[src/slrf_pkg.sv]
// Shared types, constants and the sRGB linearization table for the lightness range filter.
`default_nettype none

package slrf_pkg;

    // Field and datapath widths.
    localparam int unsigned TAG_W   = 16;
    localparam int unsigned CHAN_W  = 8;
    localparam int unsigned LIN_W   = 17;
    localparam int unsigned Y_W     = 17;
    localparam int unsigned LIGHT_W = 15;
    localparam int unsigned ROOT_W  = 21;
    localparam int unsigned SQ_W    = 2 * ROOT_W;
    localparam int unsigned TGT_W   = 63;
    localparam int unsigned AUX_W   = 18;
    localparam int unsigned CFG_W   = 15;
    localparam int unsigned LIN_N   = 2 ** CHAN_W;

    // Luminance weights in Q0.16 and the rounding offset.
    localparam logic [13:0] LUMA_R   = 14'd13933;
    localparam logic [15:0] LUMA_G   = 16'd46871;
    localparam logic [12:0] LUMA_B   = 13'd4732;
    localparam logic [15:0] LUMA_RND = 16'd32768;

    // Linear segment of f(): 116 * 7.787 scaled, plus its rounding offset.
    localparam logic [Y_W-1:0] LIN_LIMIT = 17'd580;
    localparam logic [19:0]    LIN_MUL   = 20'd903292;
    localparam logic [16:0]    LIN_RND   = 17'd128000;
    // Reciprocal of 125 in Q25; exact floor for numerators below 2^18.
    localparam logic [18:0]    LIN_RECIP = 19'd268436;

    // Cube-root segment: 116 in Q8 applied to f in Q21, minus 16 in Q8.
    localparam logic [14:0] CBRT_SCALE  = 15'd29696;
    localparam logic [15:0] CBRT_OFFSET = 16'd4096;

    localparam logic [LIGHT_W-1:0] LIGHT_MAX = 15'd25600;

    // Configuration register indexes.
    typedef enum logic [0:0] {
        CFG_MIN_LIGHTNESS = 1'b0,
        CFG_MAX_LIGHTNESS = 1'b1
    } t_cfg_idx;

    // Input and result words.
    typedef struct packed {
        logic [TAG_W-1:0]  row_tag;
        logic [CHAN_W-1:0] red;
        logic [CHAN_W-1:0] green;
        logic [CHAN_W-1:0] blue;
    } t_pix_in;

    typedef struct packed {
        logic [TAG_W-1:0]   row_tag_out;
        logic [LIGHT_W-1:0] lightness;
        logic               accepted;
    } t_pix_out;

    // Word carried through the cube-root stages.
    typedef struct packed {
        logic [TAG_W-1:0]  tag;
        logic              full;
        logic              lin;
        logic [AUX_W-1:0]  aux;
        logic [TGT_W-1:0]  target;
        logic [ROOT_W-1:0] res;
        logic [SQ_W-1:0]   sq;
        logic [TGT_W-1:0]  cube;
    } t_root;

    typedef logic [LIN_N-1:0][LIN_W-1:0] t_lin_tbl;

    // Fifth power in Q30, truncating after each product.
    function automatic logic [63:0] pow5_q30(input logic [63:0] r);
        logic [63:0] p;
        p = r;
        for (int i = 0; i < 4; i++) begin
            p = (p * r) >> 30;
        end
        return p;
    endfunction

    // Floor fifth root in Q30, one bit per step.
    function automatic logic [63:0] root5_q30(input logic [63:0] u);
        logic [63:0] res;
        logic [63:0] cand;
        res = 64'd0;
        if (u >= (64'd1 << 30)) begin
            return 64'd1 << 30;
        end
        for (int b = 29; b >= 0; b--) begin
            cand = res | (64'd1 << b);
            if (pow5_q30(cand) <= u) begin
                res = cand;
            end
        end
        return res;
    endfunction

    // sRGB gamma expansion of one byte to Q0.16.
    function automatic logic [LIN_W-1:0] lin_value(input logic [63:0] c);
        logic [63:0] t;
        logic [63:0] u;
        logic [63:0] r;
        logic [63:0] x;
        logic [63:0] v;
        if (c <= 64'd10) begin
            v = (c * 64'd6553600 + 64'd164730) / 64'd329460;
        end else begin
            t = ((64'd1000 * c + 64'd14025) << 30) / 64'd269025;
            u = (t * t) >> 30;
            r = root5_q30(u);
            x = (u * r) >> 30;
            v = (x + 64'd8192) >> 14;
        end
        return v[LIN_W-1:0];
    endfunction

    function automatic t_lin_tbl build_lin_tbl();
        t_lin_tbl tbl;
        for (int i = 0; i < LIN_N; i++) begin
            tbl[i] = lin_value(64'(i));
        end
        return tbl;
    endfunction

    localparam t_lin_tbl LIN_TBL = build_lin_tbl();

endpackage

`default_nettype wire

[src/slrf_cbrt_step.sv]
// One registered step of the bitwise cube root, deciding a single result bit.
`default_nettype none

module slrf_cbrt_step import slrf_pkg::*; #(
    parameter int unsigned BIT = 0
) (
    input  logic  i_clk,
    input  logic  i_rst_n,
    input  logic  i_en,
    input  logic  i_valid,
    input  t_root i_root,
    output logic  o_valid,
    output t_root o_root
);

    logic        r_valid;
    t_root       r_root;

    logic [63:0] inc;
    logic [63:0] cand_cube;
    t_root       n_root;

    // (res + 2^b)^3 from the running square and cube, using shifts and adds.
    always_comb begin
        inc = ((64'(i_root.sq) * 64'd3) << BIT)
            + ((64'(i_root.res) * 64'd3) << (2 * BIT))
            + (64'd1 << (3 * BIT));
        cand_cube = 64'(i_root.cube) + inc;
        n_root = i_root;
        if (cand_cube <= 64'(i_root.target)) begin
            n_root.res  = i_root.res | (ROOT_W'(1) << BIT);
            n_root.sq   = i_root.sq + (SQ_W'(i_root.res) << (BIT + 1))
                        + (SQ_W'(1) << (2 * BIT));
            n_root.cube = cand_cube[TGT_W-1:0];
        end
    end

    always_ff @(posedge i_clk) begin
        if (!i_rst_n) begin
            r_valid <= 1'b0;
        end else if (i_en) begin
            r_valid <= i_valid;
        end
    end

    always_ff @(posedge i_clk) begin
        if (i_en) begin
            r_root <= n_root;
        end
    end

    assign o_valid = r_valid;
    assign o_root  = r_root;

endmodule

`default_nettype wire

[config.mk]
export PLATFORM = sky130hd
export DESIGN_NAME = slrf_cbrt_step
export DESIGN_NICKNAME = d
export VERILOG_FILES = /design/src/slrf_pkg.sv /design/src/slrf_cbrt_step.sv
export SDC_FILE = /design/constraint.sdc
export NUM_CORES = 1
export LEC_CHECK = 0
export ABC_CLOCK_PERIOD_IN_PS = 5800
export BUFFER_PORTS_ARGS = -buffer_cell sky130_fd_sc_hd__buf_2
export CAP_MARGIN = 20
export CORE_MARGIN = 5
export CORE_UTILIZATION = 30
export CTS_BUF_LIST = sky130_fd_sc_hd__clkbuf_16
export CTS_CLUSTER_DIAMETER = 200
export CTS_CLUSTER_SIZE = 12
export DETAILED_ROUTE_END_ITERATION = 7
export HOLD_SLACK_MARGIN = 0.02
export PLACE_DENSITY = 0.58
export SYNTH_ARGS = -nofsm -noshare
export SYNTH_HDL_FRONTEND = slang
export SYNTH_SLANG_ARGS = --single-unit
[constraint.sdc]
create_clock -name i_clk -period 5.8 [get_ports i_clk]
set_input_delay 0.29 -clock i_clk [delete_from_list [all_inputs] [get_ports i_clk]]
set_output_delay 0.29 -clock i_clk [all_outputs]
set_load 0.02 [all_outputs]
==> reports/metrics.cfg <==
[synthesis]
yosys.cell_types.count=86
post_synthesis_cell_type_with_the_largest_combined_area=sky130_fd_sc_hd__edfxtp_1
yosys_register_bits=226
mappedNetlistNets=1998
syn_avg_cell_area_um2=10.9
cell_types_occupying_the_most_area_after_synthesis=sky130_fd_sc_hd__edfxtp_1 (41%), sky130_fd_sc_hd__ha_1 (11%), sky130_fd_sc_hd__fa_1 (10%), sky130_fd_sc_hd__inv_1 (6.1%), sky130_fd_sc_hd__xnor2_1 (4.1%)
synth_area_mm2=0.0166
yosysTopAreaCellShare_pct=40.6
synth_enable_flop_cells=225
postSynth.asyncResetShare_pct=0
number_of_warnings_issued_by_yosys=0
ys_dominant_reg_cell=sky130_fd_sc_hd__edfxtp_1
synth_cells=1533
portion_of_the_post_synthesis_area_used_by_sequential_elements_pct=40.7

[worst_setup_path]
worst-endpoint-arrival_ns=6.50
crit-reg2reg-launch=o_valid
criticalPathCategory=input port to register
path_delay_family=compound AO/OA/AOI/OAI gates
reg2reg_setup_slack_ns=4.66
critical_path.startpoint_type=input port
r2r_end=o_valid
number_of_gates_on_the_worst_path_with_buffers_counted=32
cp_slowest_cell=sky130_fd_sc_hd__fa_1
critical_path_buf_inv_count=9
crit_startpoint=i_root[119]
cp_data_required_time_ns=6.09
endpoint=o_root[100]
cp_slowest_stage_delay_ns=0.53
timing.critical_path.to_type=register
r2r.worst_path.cells=3
path_max_fanout=7

[die]
die_height_um=245
design.die.area_mm2=0.0603
dieWidth_um=245
initial_utilization_pct=30.3
rows=86
pin_count=455
core_area_mm2=0.0550

[flow_run]
maxCapViolations=0

[cells_and_area]
layout.cells.most_common_list=sky130_fd_sc_hd__buf_2 (446), sky130_fd_sc_hd__inv_1 (262), sky130_fd_sc_hd__buf_4 (260)
area.growth.synth_to_final_pct=50.2
area.sequential_mm2=0.00678
mostFrequentLayoutCell=sky130_fd_sc_hd__buf_2
layout.nets=2852
final_layout_size_suffix_gt1_share_pct=40.6
filler_cell_count=5094
final_cells=3144
multi_input_comb_area_mm2=0.00955

[detailed_routing]
drcViolationCount=0
top_signal_layer_used=met5
initialDrtViolationCount=625
firstDrtPassIters=5
wl_met1_um=25500
wl_met3_um=3680
route.detailed.wl_per_inst_um=19.4
drtAntennaViolNets=0
wl_met2_um=30400
totalWireLength_um=60900
vias=14788
vias_per_cell=4.70

[global_routing]
grt_usage_pct=19.4
grt_max_degree=148
grt.overflow.total=0
number_of_global_route_vias_before_repair=15940
grt_antenna_before_repair=7
wire_length_of_the_first_global_routing_pass_um=91500

[cts]
clkLatencyLatePin_ns=0.55
htree_levels=1
cts_tree=yes
clkTransAtPathRegs_ns=0.08
cts_inserted_buffers=22
clockRootBuffer=sky130_fd_sc_hd__clkbuf_16
cts_max_path_buffers=3
clock_sinks=226

[placement]
buffer_ports.inserted=454
post_detailed_placement_half_perimeter_wirelength_um=47600
finalWeightedCongestion=0.900
dpl.cell_count=2963

[pwr]
fin_total_pwr_uw=9880
worst_ir_drop_vdd_mv=0.253
power.density_cell_area_mw_per_mm2=395
leakage_component_of_the_power_uw=0.0116

[outcome]
violations=setup timing
status=finished, violations left

[timing]
final.period_utilization_pct=107
fin_ws_ns=-0.406
setup_repair_after_global_routing_missed_its_margin=true
fin_skew_ns=0
max_clock_freq_ghz=0.161
hold_violations_final=0
pin_slew_with_the_least_headroom_to_its_limit_ns=0.978
hold_ws_ns=0.0568
finalCriticalPeriod_ns=6.21
setup-violations-final=106
setup_total_negative_slack_ns=-34.21
worst_slew_margin_rel_pct=34.8
timing.final.max_slew_violations=0

[hold_path]
hold_path_startpoint=i_root[18]
min_path_cells=2
hold_path_class=input port to register

[synthesized netlist by cell type, drive strengths merged, types with 13 or more instances]
library cell	n
inv	272
edfxtp	225
ha	152
nand2	109
o21ai	92
fa	84
xnor2	81
a21oi	77
nor2	57
xor2	31
buf	29
nand4	26
nand3	24
a211oi	23
o211ai	23
mux2	22
a21o	21
and3	17
nor3	15
o21a	13
[report_power, final]
group,switching (uW),internal (uW),total [uW]
clock network,653,702,1360
logic,3220,3010,6220
registers,92.8,2200,2300
total,3960,5910,9880
[layout make-up]
class | instances | area share, %
Multi-Input combinational cell | 995 | 38.2
Sequential cell | 226 | 27.1
Timing Repair Buffer | 870 | 24.4
Inverter | 272 | 4.13
Tap cell | 748 | 3.74
Clock buffer | 23 | 2.30
Clock inverter | 9 | 0.135
Antenna cell | 1 | 0.0100
[metal layers]
layer | up-vias | track usage (%)
met5 | - | 0
met4 | 12 | 4.18
met3 | 81 | 3.80
met2 | 435 | 34.9
met1 | 7187 | 24.2
li1 | 7073 | -
[how the worst min path moves through the flow]
| stage | slack, ns | to |
|---|---|---|
| floorplan | 0.39 | o_root[106] |
| global placement | 0.47 | o_root[189] |
| detailed placement | 0.47 | o_root[190] |
| CTS | 0.02 | o_root[109] |
| global route | 0.03 | o_root[157] |
| finish | 0.06 | o_root[18] |
[flip-flops by register name (all words and copies together) (netlist names)]
register  cells
o_root      225
o_valid       1
[kinds of logic after synthesis]
kind of cell / after synthesis / share of synthesized area (%)
multiplexers: 24 / 1.63
AO/OA/AOI/OAI: 325 / 13.9
adder cells (fa/ha/maj): 236 / 21.5
buffers and inverters: 312 / 7.39
flip-flops: 226 / 40.7
XOR/XNOR: 112 / 6.03
AND/OR/NAND/NOR: 298 / 8.81
[timing repair]
item                                    CTS  global route
gates cloned                              6             0
pin swaps                                76            40
resized for setup                       139            78
hold endpoints to repair                111             1
setup buffers                            24             6
hold buffers                            112             1
endpoints found under the setup margin  106           106
[per-stage QoR]
stage               util (%)  instance area [um2]  worst slack (ns)
floorplan                  -                16900            -0.241
global placement        39.9                21900             -1.29
detailed placement      39.9                21900             -1.34
CTS                     44.8                24600            -0.337
global route            45.5                25000            -0.663
finish                  45.5                25000            -0.406
Note: power is estimated with default switching activity, not from simulation.
