`config.mk`:
```
export PLATFORM = sky130hd
export DESIGN_NAME = slrf_back
export DESIGN_NICKNAME = d
export VERILOG_FILES = /design/src/slrf_pkg.sv /design/src/slrf_back.sv
export SDC_FILE = /design/constraint.sdc
export NUM_CORES = 1
export LEC_CHECK = 0
export BUFFER_PORTS_ARGS = -buffer_cell sky130_fd_sc_hd__buf_2
export CAP_MARGIN = 5
export CORE_ASPECT_RATIO = 0.7
export CORE_MARGIN = 5
export CORE_UTILIZATION = 30
export CTS_CLUSTER_DIAMETER = 30
export CTS_CLUSTER_SIZE = 10
export DETAILED_ROUTE_END_ITERATION = 7
export SLEW_MARGIN = 20
export SYNTH_ARGS = -nofsm -noshare
export SYNTH_HDL_FRONTEND = slang
export SYNTH_SLANG_ARGS = --single-unit
```
`constraint.sdc`:
```
create_clock -name i_clk -period 21 [get_ports i_clk]
set_input_delay 5.25 -clock i_clk [delete_from_list [all_inputs] [get_ports i_clk]]
set_output_delay 5.25 -clock i_clk [all_outputs]
set_load 0.02 [all_outputs]
```
`src/slrf_pkg.sv`:
```
// Shared types, constants and the sRGB linearization table for the lightness range filter.
`default_nettype none

package slrf_pkg;

    // Field and datapath widths.
    localparam int unsigned TAG_W   = 16;
    localparam int unsigned CHAN_W  = 8;
    localparam int unsigned LIN_W   = 17;
    localparam int unsigned Y_W     = 17;
    localparam int unsigned LIGHT_W = 15;
    localparam int unsigned ROOT_W  = 21;
    localparam int unsigned SQ_W    = 2 * ROOT_W;
    localparam int unsigned TGT_W   = 63;
    localparam int unsigned AUX_W   = 18;
    localparam int unsigned CFG_W   = 15;
    localparam int unsigned LIN_N   = 2 ** CHAN_W;

    // Luminance weights in Q0.16 and the rounding offset.
    localparam logic [13:0] LUMA_R   = 14'd13933;
    localparam logic [15:0] LUMA_G   = 16'd46871;
    localparam logic [12:0] LUMA_B   = 13'd4732;
    localparam logic [15:0] LUMA_RND = 16'd32768;

    // Linear segment of f(): 116 * 7.787 scaled, plus its rounding offset.
    localparam logic [Y_W-1:0] LIN_LIMIT = 17'd580;
    localparam logic [19:0]    LIN_MUL   = 20'd903292;
    localparam logic [16:0]    LIN_RND   = 17'd128000;
    // Reciprocal of 125 in Q25; exact floor for numerators below 2^18.
    localparam logic [18:0]    LIN_RECIP = 19'd268436;

    // Cube-root segment: 116 in Q8 applied to f in Q21, minus 16 in Q8.
    localparam logic [14:0] CBRT_SCALE  = 15'd29696;
    localparam logic [15:0] CBRT_OFFSET = 16'd4096;

    localparam logic [LIGHT_W-1:0] LIGHT_MAX = 15'd25600;

    // Configuration register indexes.
    typedef enum logic [0:0] {
        CFG_MIN_LIGHTNESS = 1'b0,
        CFG_MAX_LIGHTNESS = 1'b1
    } t_cfg_idx;

    // Input and result words.
    typedef struct packed {
        logic [TAG_W-1:0]  row_tag;
        logic [CHAN_W-1:0] red;
        logic [CHAN_W-1:0] green;
        logic [CHAN_W-1:0] blue;
    } t_pix_in;

    typedef struct packed {
        logic [TAG_W-1:0]   row_tag_out;
        logic [LIGHT_W-1:0] lightness;
        logic               accepted;
    } t_pix_out;

    // Word carried through the cube-root stages.
    typedef struct packed {
        logic [TAG_W-1:0]  tag;
        logic              full;
        logic              lin;
        logic [AUX_W-1:0]  aux;
        logic [TGT_W-1:0]  target;
        logic [ROOT_W-1:0] res;
        logic [SQ_W-1:0]   sq;
        logic [TGT_W-1:0]  cube;
    } t_root;

    typedef logic [LIN_N-1:0][LIN_W-1:0] t_lin_tbl;

    // Fifth power in Q30, truncating after each product.
    function automatic logic [63:0] pow5_q30(input logic [63:0] r);
        logic [63:0] p;
        p = r;
        for (int i = 0; i < 4; i++) begin
            p = (p * r) >> 30;
        end
        return p;
    endfunction

    // Floor fifth root in Q30, one bit per step.
    function automatic logic [63:0] root5_q30(input logic [63:0] u);
        logic [63:0] res;
        logic [63:0] cand;
        res = 64'd0;
        if (u >= (64'd1 << 30)) begin
            return 64'd1 << 30;
        end
        for (int b = 29; b >= 0; b--) begin
            cand = res | (64'd1 << b);
            if (pow5_q30(cand) <= u) begin
                res = cand;
            end
        end
        return res;
    endfunction

    // sRGB gamma expansion of one byte to Q0.16.
    function automatic logic [LIN_W-1:0] lin_value(input logic [63:0] c);
        logic [63:0] t;
        logic [63:0] u;
        logic [63:0] r;
        logic [63:0] x;
        logic [63:0] v;
        if (c <= 64'd10) begin
            v = (c * 64'd6553600 + 64'd164730) / 64'd329460;
        end else begin
            t = ((64'd1000 * c + 64'd14025) << 30) / 64'd269025;
            u = (t * t) >> 30;
            r = root5_q30(u);
            x = (u * r) >> 30;
            v = (x + 64'd8192) >> 14;
        end
        return v[LIN_W-1:0];
    endfunction

    function automatic t_lin_tbl build_lin_tbl();
        t_lin_tbl tbl;
        for (int i = 0; i < LIN_N; i++) begin
            tbl[i] = lin_value(64'(i));
        end
        return tbl;
    endfunction

    localparam t_lin_tbl LIN_TBL = build_lin_tbl();

endpackage

`default_nettype wire

```
`src/slrf_back.sv`:
```
// Back stages: lightness from either segment of f(), then clamp, range test and result register.
`default_nettype none

module slrf_back import slrf_pkg::*; (
    input  logic             i_clk,
    input  logic             i_rst_n,
    input  logic             i_en,
    input  logic             i_valid,
    input  t_root            i_root,
    input  logic [CFG_W-1:0] i_min_lightness,
    input  logic [CFG_W-1:0] i_max_lightness,
    output logic             o_valid,
    output t_pix_out         o_pix
);

    logic             r_valid;
    logic [TAG_W-1:0] r_tag;
    logic [15:0]      r_light;
    logic             r_out_valid;
    t_pix_out         r_out;

    logic [ROOT_W:0]    cbrt_val;
    logic [36:0]        cbrt_prod;
    logic [15:0]        cbrt_v;
    logic [36:0]        lin_prod;
    logic [15:0]        n_light;
    logic [LIGHT_W-1:0] light_sat;
    t_pix_out           n_out;

    // Lightness from the cube root or from the linear segment.
    always_comb begin
        cbrt_val  = i_root.full ? ((ROOT_W + 1)'(1) << ROOT_W) : {1'b0, i_root.res};
        cbrt_prod = 37'(CBRT_SCALE) * 37'(cbrt_val) + (37'd1 << 20);
        cbrt_v    = cbrt_prod[36:21];
        lin_prod  = 37'(i_root.aux) * 37'(LIN_RECIP);
        if (i_root.lin) begin
            n_light = 16'(lin_prod[36:25]);
        end else if (cbrt_v > CBRT_OFFSET) begin
            n_light = cbrt_v - CBRT_OFFSET;
        end else begin
            n_light = '0;
        end
    end

    // Clamp to 100 and test against the exclusive bounds.
    always_comb begin
        light_sat = (r_light > 16'(LIGHT_MAX)) ? LIGHT_MAX : r_light[LIGHT_W-1:0];
        n_out.row_tag_out = r_tag;
        n_out.lightness   = light_sat;
        n_out.accepted    = (light_sat > i_min_lightness) && (light_sat < i_max_lightness);
    end

    always_ff @(posedge i_clk) begin
        if (!i_rst_n) begin
            r_valid     <= 1'b0;
            r_out_valid <= 1'b0;
        end else if (i_en) begin
            r_valid     <= i_valid;
            r_out_valid <= r_valid;
        end
    end

    always_ff @(posedge i_clk) begin
        if (i_en) begin
            r_tag   <= i_root.tag;
            r_light <= n_light;
            r_out   <= n_out;
        end
    end

    assign o_valid = r_out_valid;
    assign o_pix   = r_out;

endmodule

`default_nettype wire

```
==> flow_metrics.tcl <==
set metrics [dict create \
    drive_gt1_share_pct 13.2 \
    h-tree-depth 3 \
    finalCritPeriodShare_pct 58.7 \
    leakagePower_nw 5.99 \
    dieArea_sq_um 38300 \
    cp_max_fo 34 \
    drv_cap 0 \
    synth_enable_flop_cells 64 \
    gr-usage-all-layers_pct 12.0 \
    rsz0062_at_grt "no" \
    max_freq_mhz 81.1 \
    outcome "completed" \
    grt_max_degree 67 \
    cts_tree "built" \
    synthFlopType "edfxtp_1" \
    tightest_slew_ns 1.02 \
    synth.yosys.seq_area_share_pct 19.0 \
    synth_area_per_cell_sq_um 9.25 \
    nets 1778 \
    synth.net_count 1673 \
    drtIter0Drc 444 \
    startpoint_type "primary input" \
    cts_root_buffer "clkbuf_16" \
    yosysUniqueCellTypes 78 \
    die_y_um 165 \
    initial_utilization_pct 30.6 \
    fin_skew_ns 0.00336 \
    yosys_warnings 0 \
    io_pins 292 \
    synth_area_sq_um 10300 \
    gp_congestion 0.870 \
    ys_seq_elements 66 \
    grt_pass1_vias 7529 \
    worstSetupPathType "primary input to flip-flop" \
    core_area_sq_um 33700 \
    whs_ns 0.416 \
    cts.sinks 66 \
    clkLatencyLatePin_ns 0.32 \
    antenna_found_initial 1 \
    cts_hold_buffers 0 \
    hold_violations 0 \
    numCtsBuffers 9 \
    cts_buffer_depth 2 \
    syn_inst 1116 \
    routed_wl_um 22800 \
    rows 56 \
    power_density_nw_per_um2 80.6 \
    dpl.hpwl_um 19700 \
    yosysTopAreaCellShare_pct 27.8 \
    ys_top_cells_by_area "ha_1, edfxtp_1, fa_1, inv_1, xnor2_1" \
    cts-resized-gates 0 \
    max_slew_margin_pct 31.6 \
    final_util_pct 34.7 \
    diodes 0 \
    final.setup.tns_ns 0 \
    drc 0 \
    wire_per_inst_um 13.5 \
    ir_drop_uv 40.3 \
    end_kind "flip-flop" \
    worstPathArrival_ns 12.36 \
    overflow 0 \
    dr.pass1.iters 5 \
    vias 7873 \
    area_growth_pct 13.2 \
    grt_pass1_wl_um 38100 \
    min_path_type "flip-flop to flip-flop" \
    clk_pin_slew_ns 0.05 \
    ant_nets 0 \
    yosysTopAreaCell "ha_1" \
    die-width_um 232 \
    worstPathRequired_ns 21.03 \
    io_buffers 123 \
    post_cts_buffers 0 \
    setup_viol 0 \
    via_per_inst 4.66 \
    period_minus_slack_ns 12.33 \
    postSynth.asyncResetShare_pct 0 \
    slew_viol_final 0 \
]
-- metal layers --
| layer | routed length [um] | up-vias | global-route usage (%) | part of all wire [%] |
|---|---|---|---|---|
| met1 | 12100 | 3707 | 18.2 | 53 |
| li1 | - | 4021 | - | - |
| met5 | 13 | - | 0 | 0.057 |
| met4 | 103 | 2 | 1.45 | 0.45 |
| met2 | 9580 | 132 | 18.7 | 42 |
| met3 | 969 | 11 | 1.62 | 4.3 |
-- worst max-delay path: stages --
cell and delay [ns]:
buf_2 0.09, buf_4 0.23, inv_1 0.50, nand2_1 0.35, fa_1 0.60, inv_1 0.04
ha_1 0.26, inv_1 0.05, fa_1 0.49, inv_1 0.04, ha_1 0.44, nand2_1 0.11
o21ai_1 0.29, nor3_1 0.09, a221o_1 0.28, a311oi_2 0.47, nand4_1 0.28, or4_1 0.61
xnor2_1 0.36, ha_1 0.20, nor2b_1 0.16, o2111ai_1 0.13, o311ai_1 0.35, and3_1 0.47
o32ai_1 0.20
-- metrics by stage --
stage	worst slack [ns]	power [mW]	cells	area (sq um)
after CTS	8.65	0.957	1689	11700
final	8.67	0.941	1689	11700
after global routing	8.00	1.06	1689	11700
after global placement	8.40	0.794	1674	11400
after detailed placement	8.34	0.808	1674	11400
after floorplan	9.62	0.654	1116	10300
-- sequential cells by signal, summed over array words and instances, names as in the netlist --
| name | flops |
|---|---|
| o_pix | 32 |
| r_tag | 16 |
| r_light | 16 |
| o_valid | 1 |
| r_valid | 1 |
-- kinds of logic after synthesis --
| kind of cell | after synthesis | synth area share (%) |
|---|---|---|
| AO/OA/AOI/OAI | 177 | 11.9 |
| XOR/XNOR | 58 | 5.00 |
| adder cells (fa/ha/maj) | 298 | 41.1 |
| buffers and inverters | 266 | 9.81 |
| flip-flops | 66 | 19.0 |
| multiplexers | 5 | 0.497 |
| AND/OR/NAND/NOR | 246 | 12.6 |
-- power by group --
group          total, mW  internal, mW  switching, mW  leakage [nW]
combinational      0.614         0.256          0.358          5.21
clock              0.139        0.0902         0.0489         0.137
sequential         0.188         0.179        0.00894         0.648
total              0.941         0.525          0.416          5.99
-- synth_stat cells (5+ instances only) --
cell and n:
and4_1 5, clkbuf_1 24, a211oi_1 6, ha_1 229
nand3_1 20, fa_1 69, xnor2_1 41, nand2b_1 10
buf_2 5, o211ai_1 7, nor3_1 10, xor2_1 16
nand4_1 17, a21o_1 17, and2_1 19, nor4_1 12
or2_2 6, inv_1 234, nor2_1 43, edfxtp_1 64
and3_1 9, a31oi_1 5, o21ai_0 31, nor2b_1 14
a21oi_1 45, o21a_1 6, nand2_1 61
-- cell type report --
| cell class | count | area (sq um) |
|---|---|---|
| clock buffers | 11 | 233 |
| fillers | 3469 | 22000 |
| flip-flops and latches | 66 | 1960 |
| multi-input cells | 784 | 7350 |
| inverters | 234 | 878 |
| clock inverters | 4 | 43.8 |
| well taps | 464 | 581 |
| repair buffers | 126 | 638 |
-- cell usage in the layout, fill, tap and decap left out, types with 5 or more instances in the layout --
cell / n
nand4_1: 17
clkbuf_16: 9
inv_1: 234
and3_1: 9
o21a_1: 6
nor2_1: 43
xor2_1: 16
o211ai_1: 7
fa_1: 69
ha_1: 229
nor2b_1: 14
a21o_1: 17
a21oi_1: 45
and2_1: 19
nor3_1: 10
a31oi_1: 5
and4_1: 5
nor4_1: 12
xnor2_1: 41
nand2_1: 61
buf_2: 123
or2_2: 6
nand2b_1: 10
o21ai_0: 31
a211oi_1: 6
edfxtp_1: 64
nand3_1: 20
-- path summary, 6_finish.rpt --
kind / startpoint / endpoint / slack, ns / cells after the start
max: i_root[208] / r_light[2] / 8.67 / 25
min: r_tag[11] / o_pix[27] / 0.42 / 0
max reg2reg: r_light[0] / o_pix[0] / 16.87 / 17
min reg2reg: r_tag[11] / o_pix[27] / 0.42 / 0
Power figures use the tool's default switching activity.
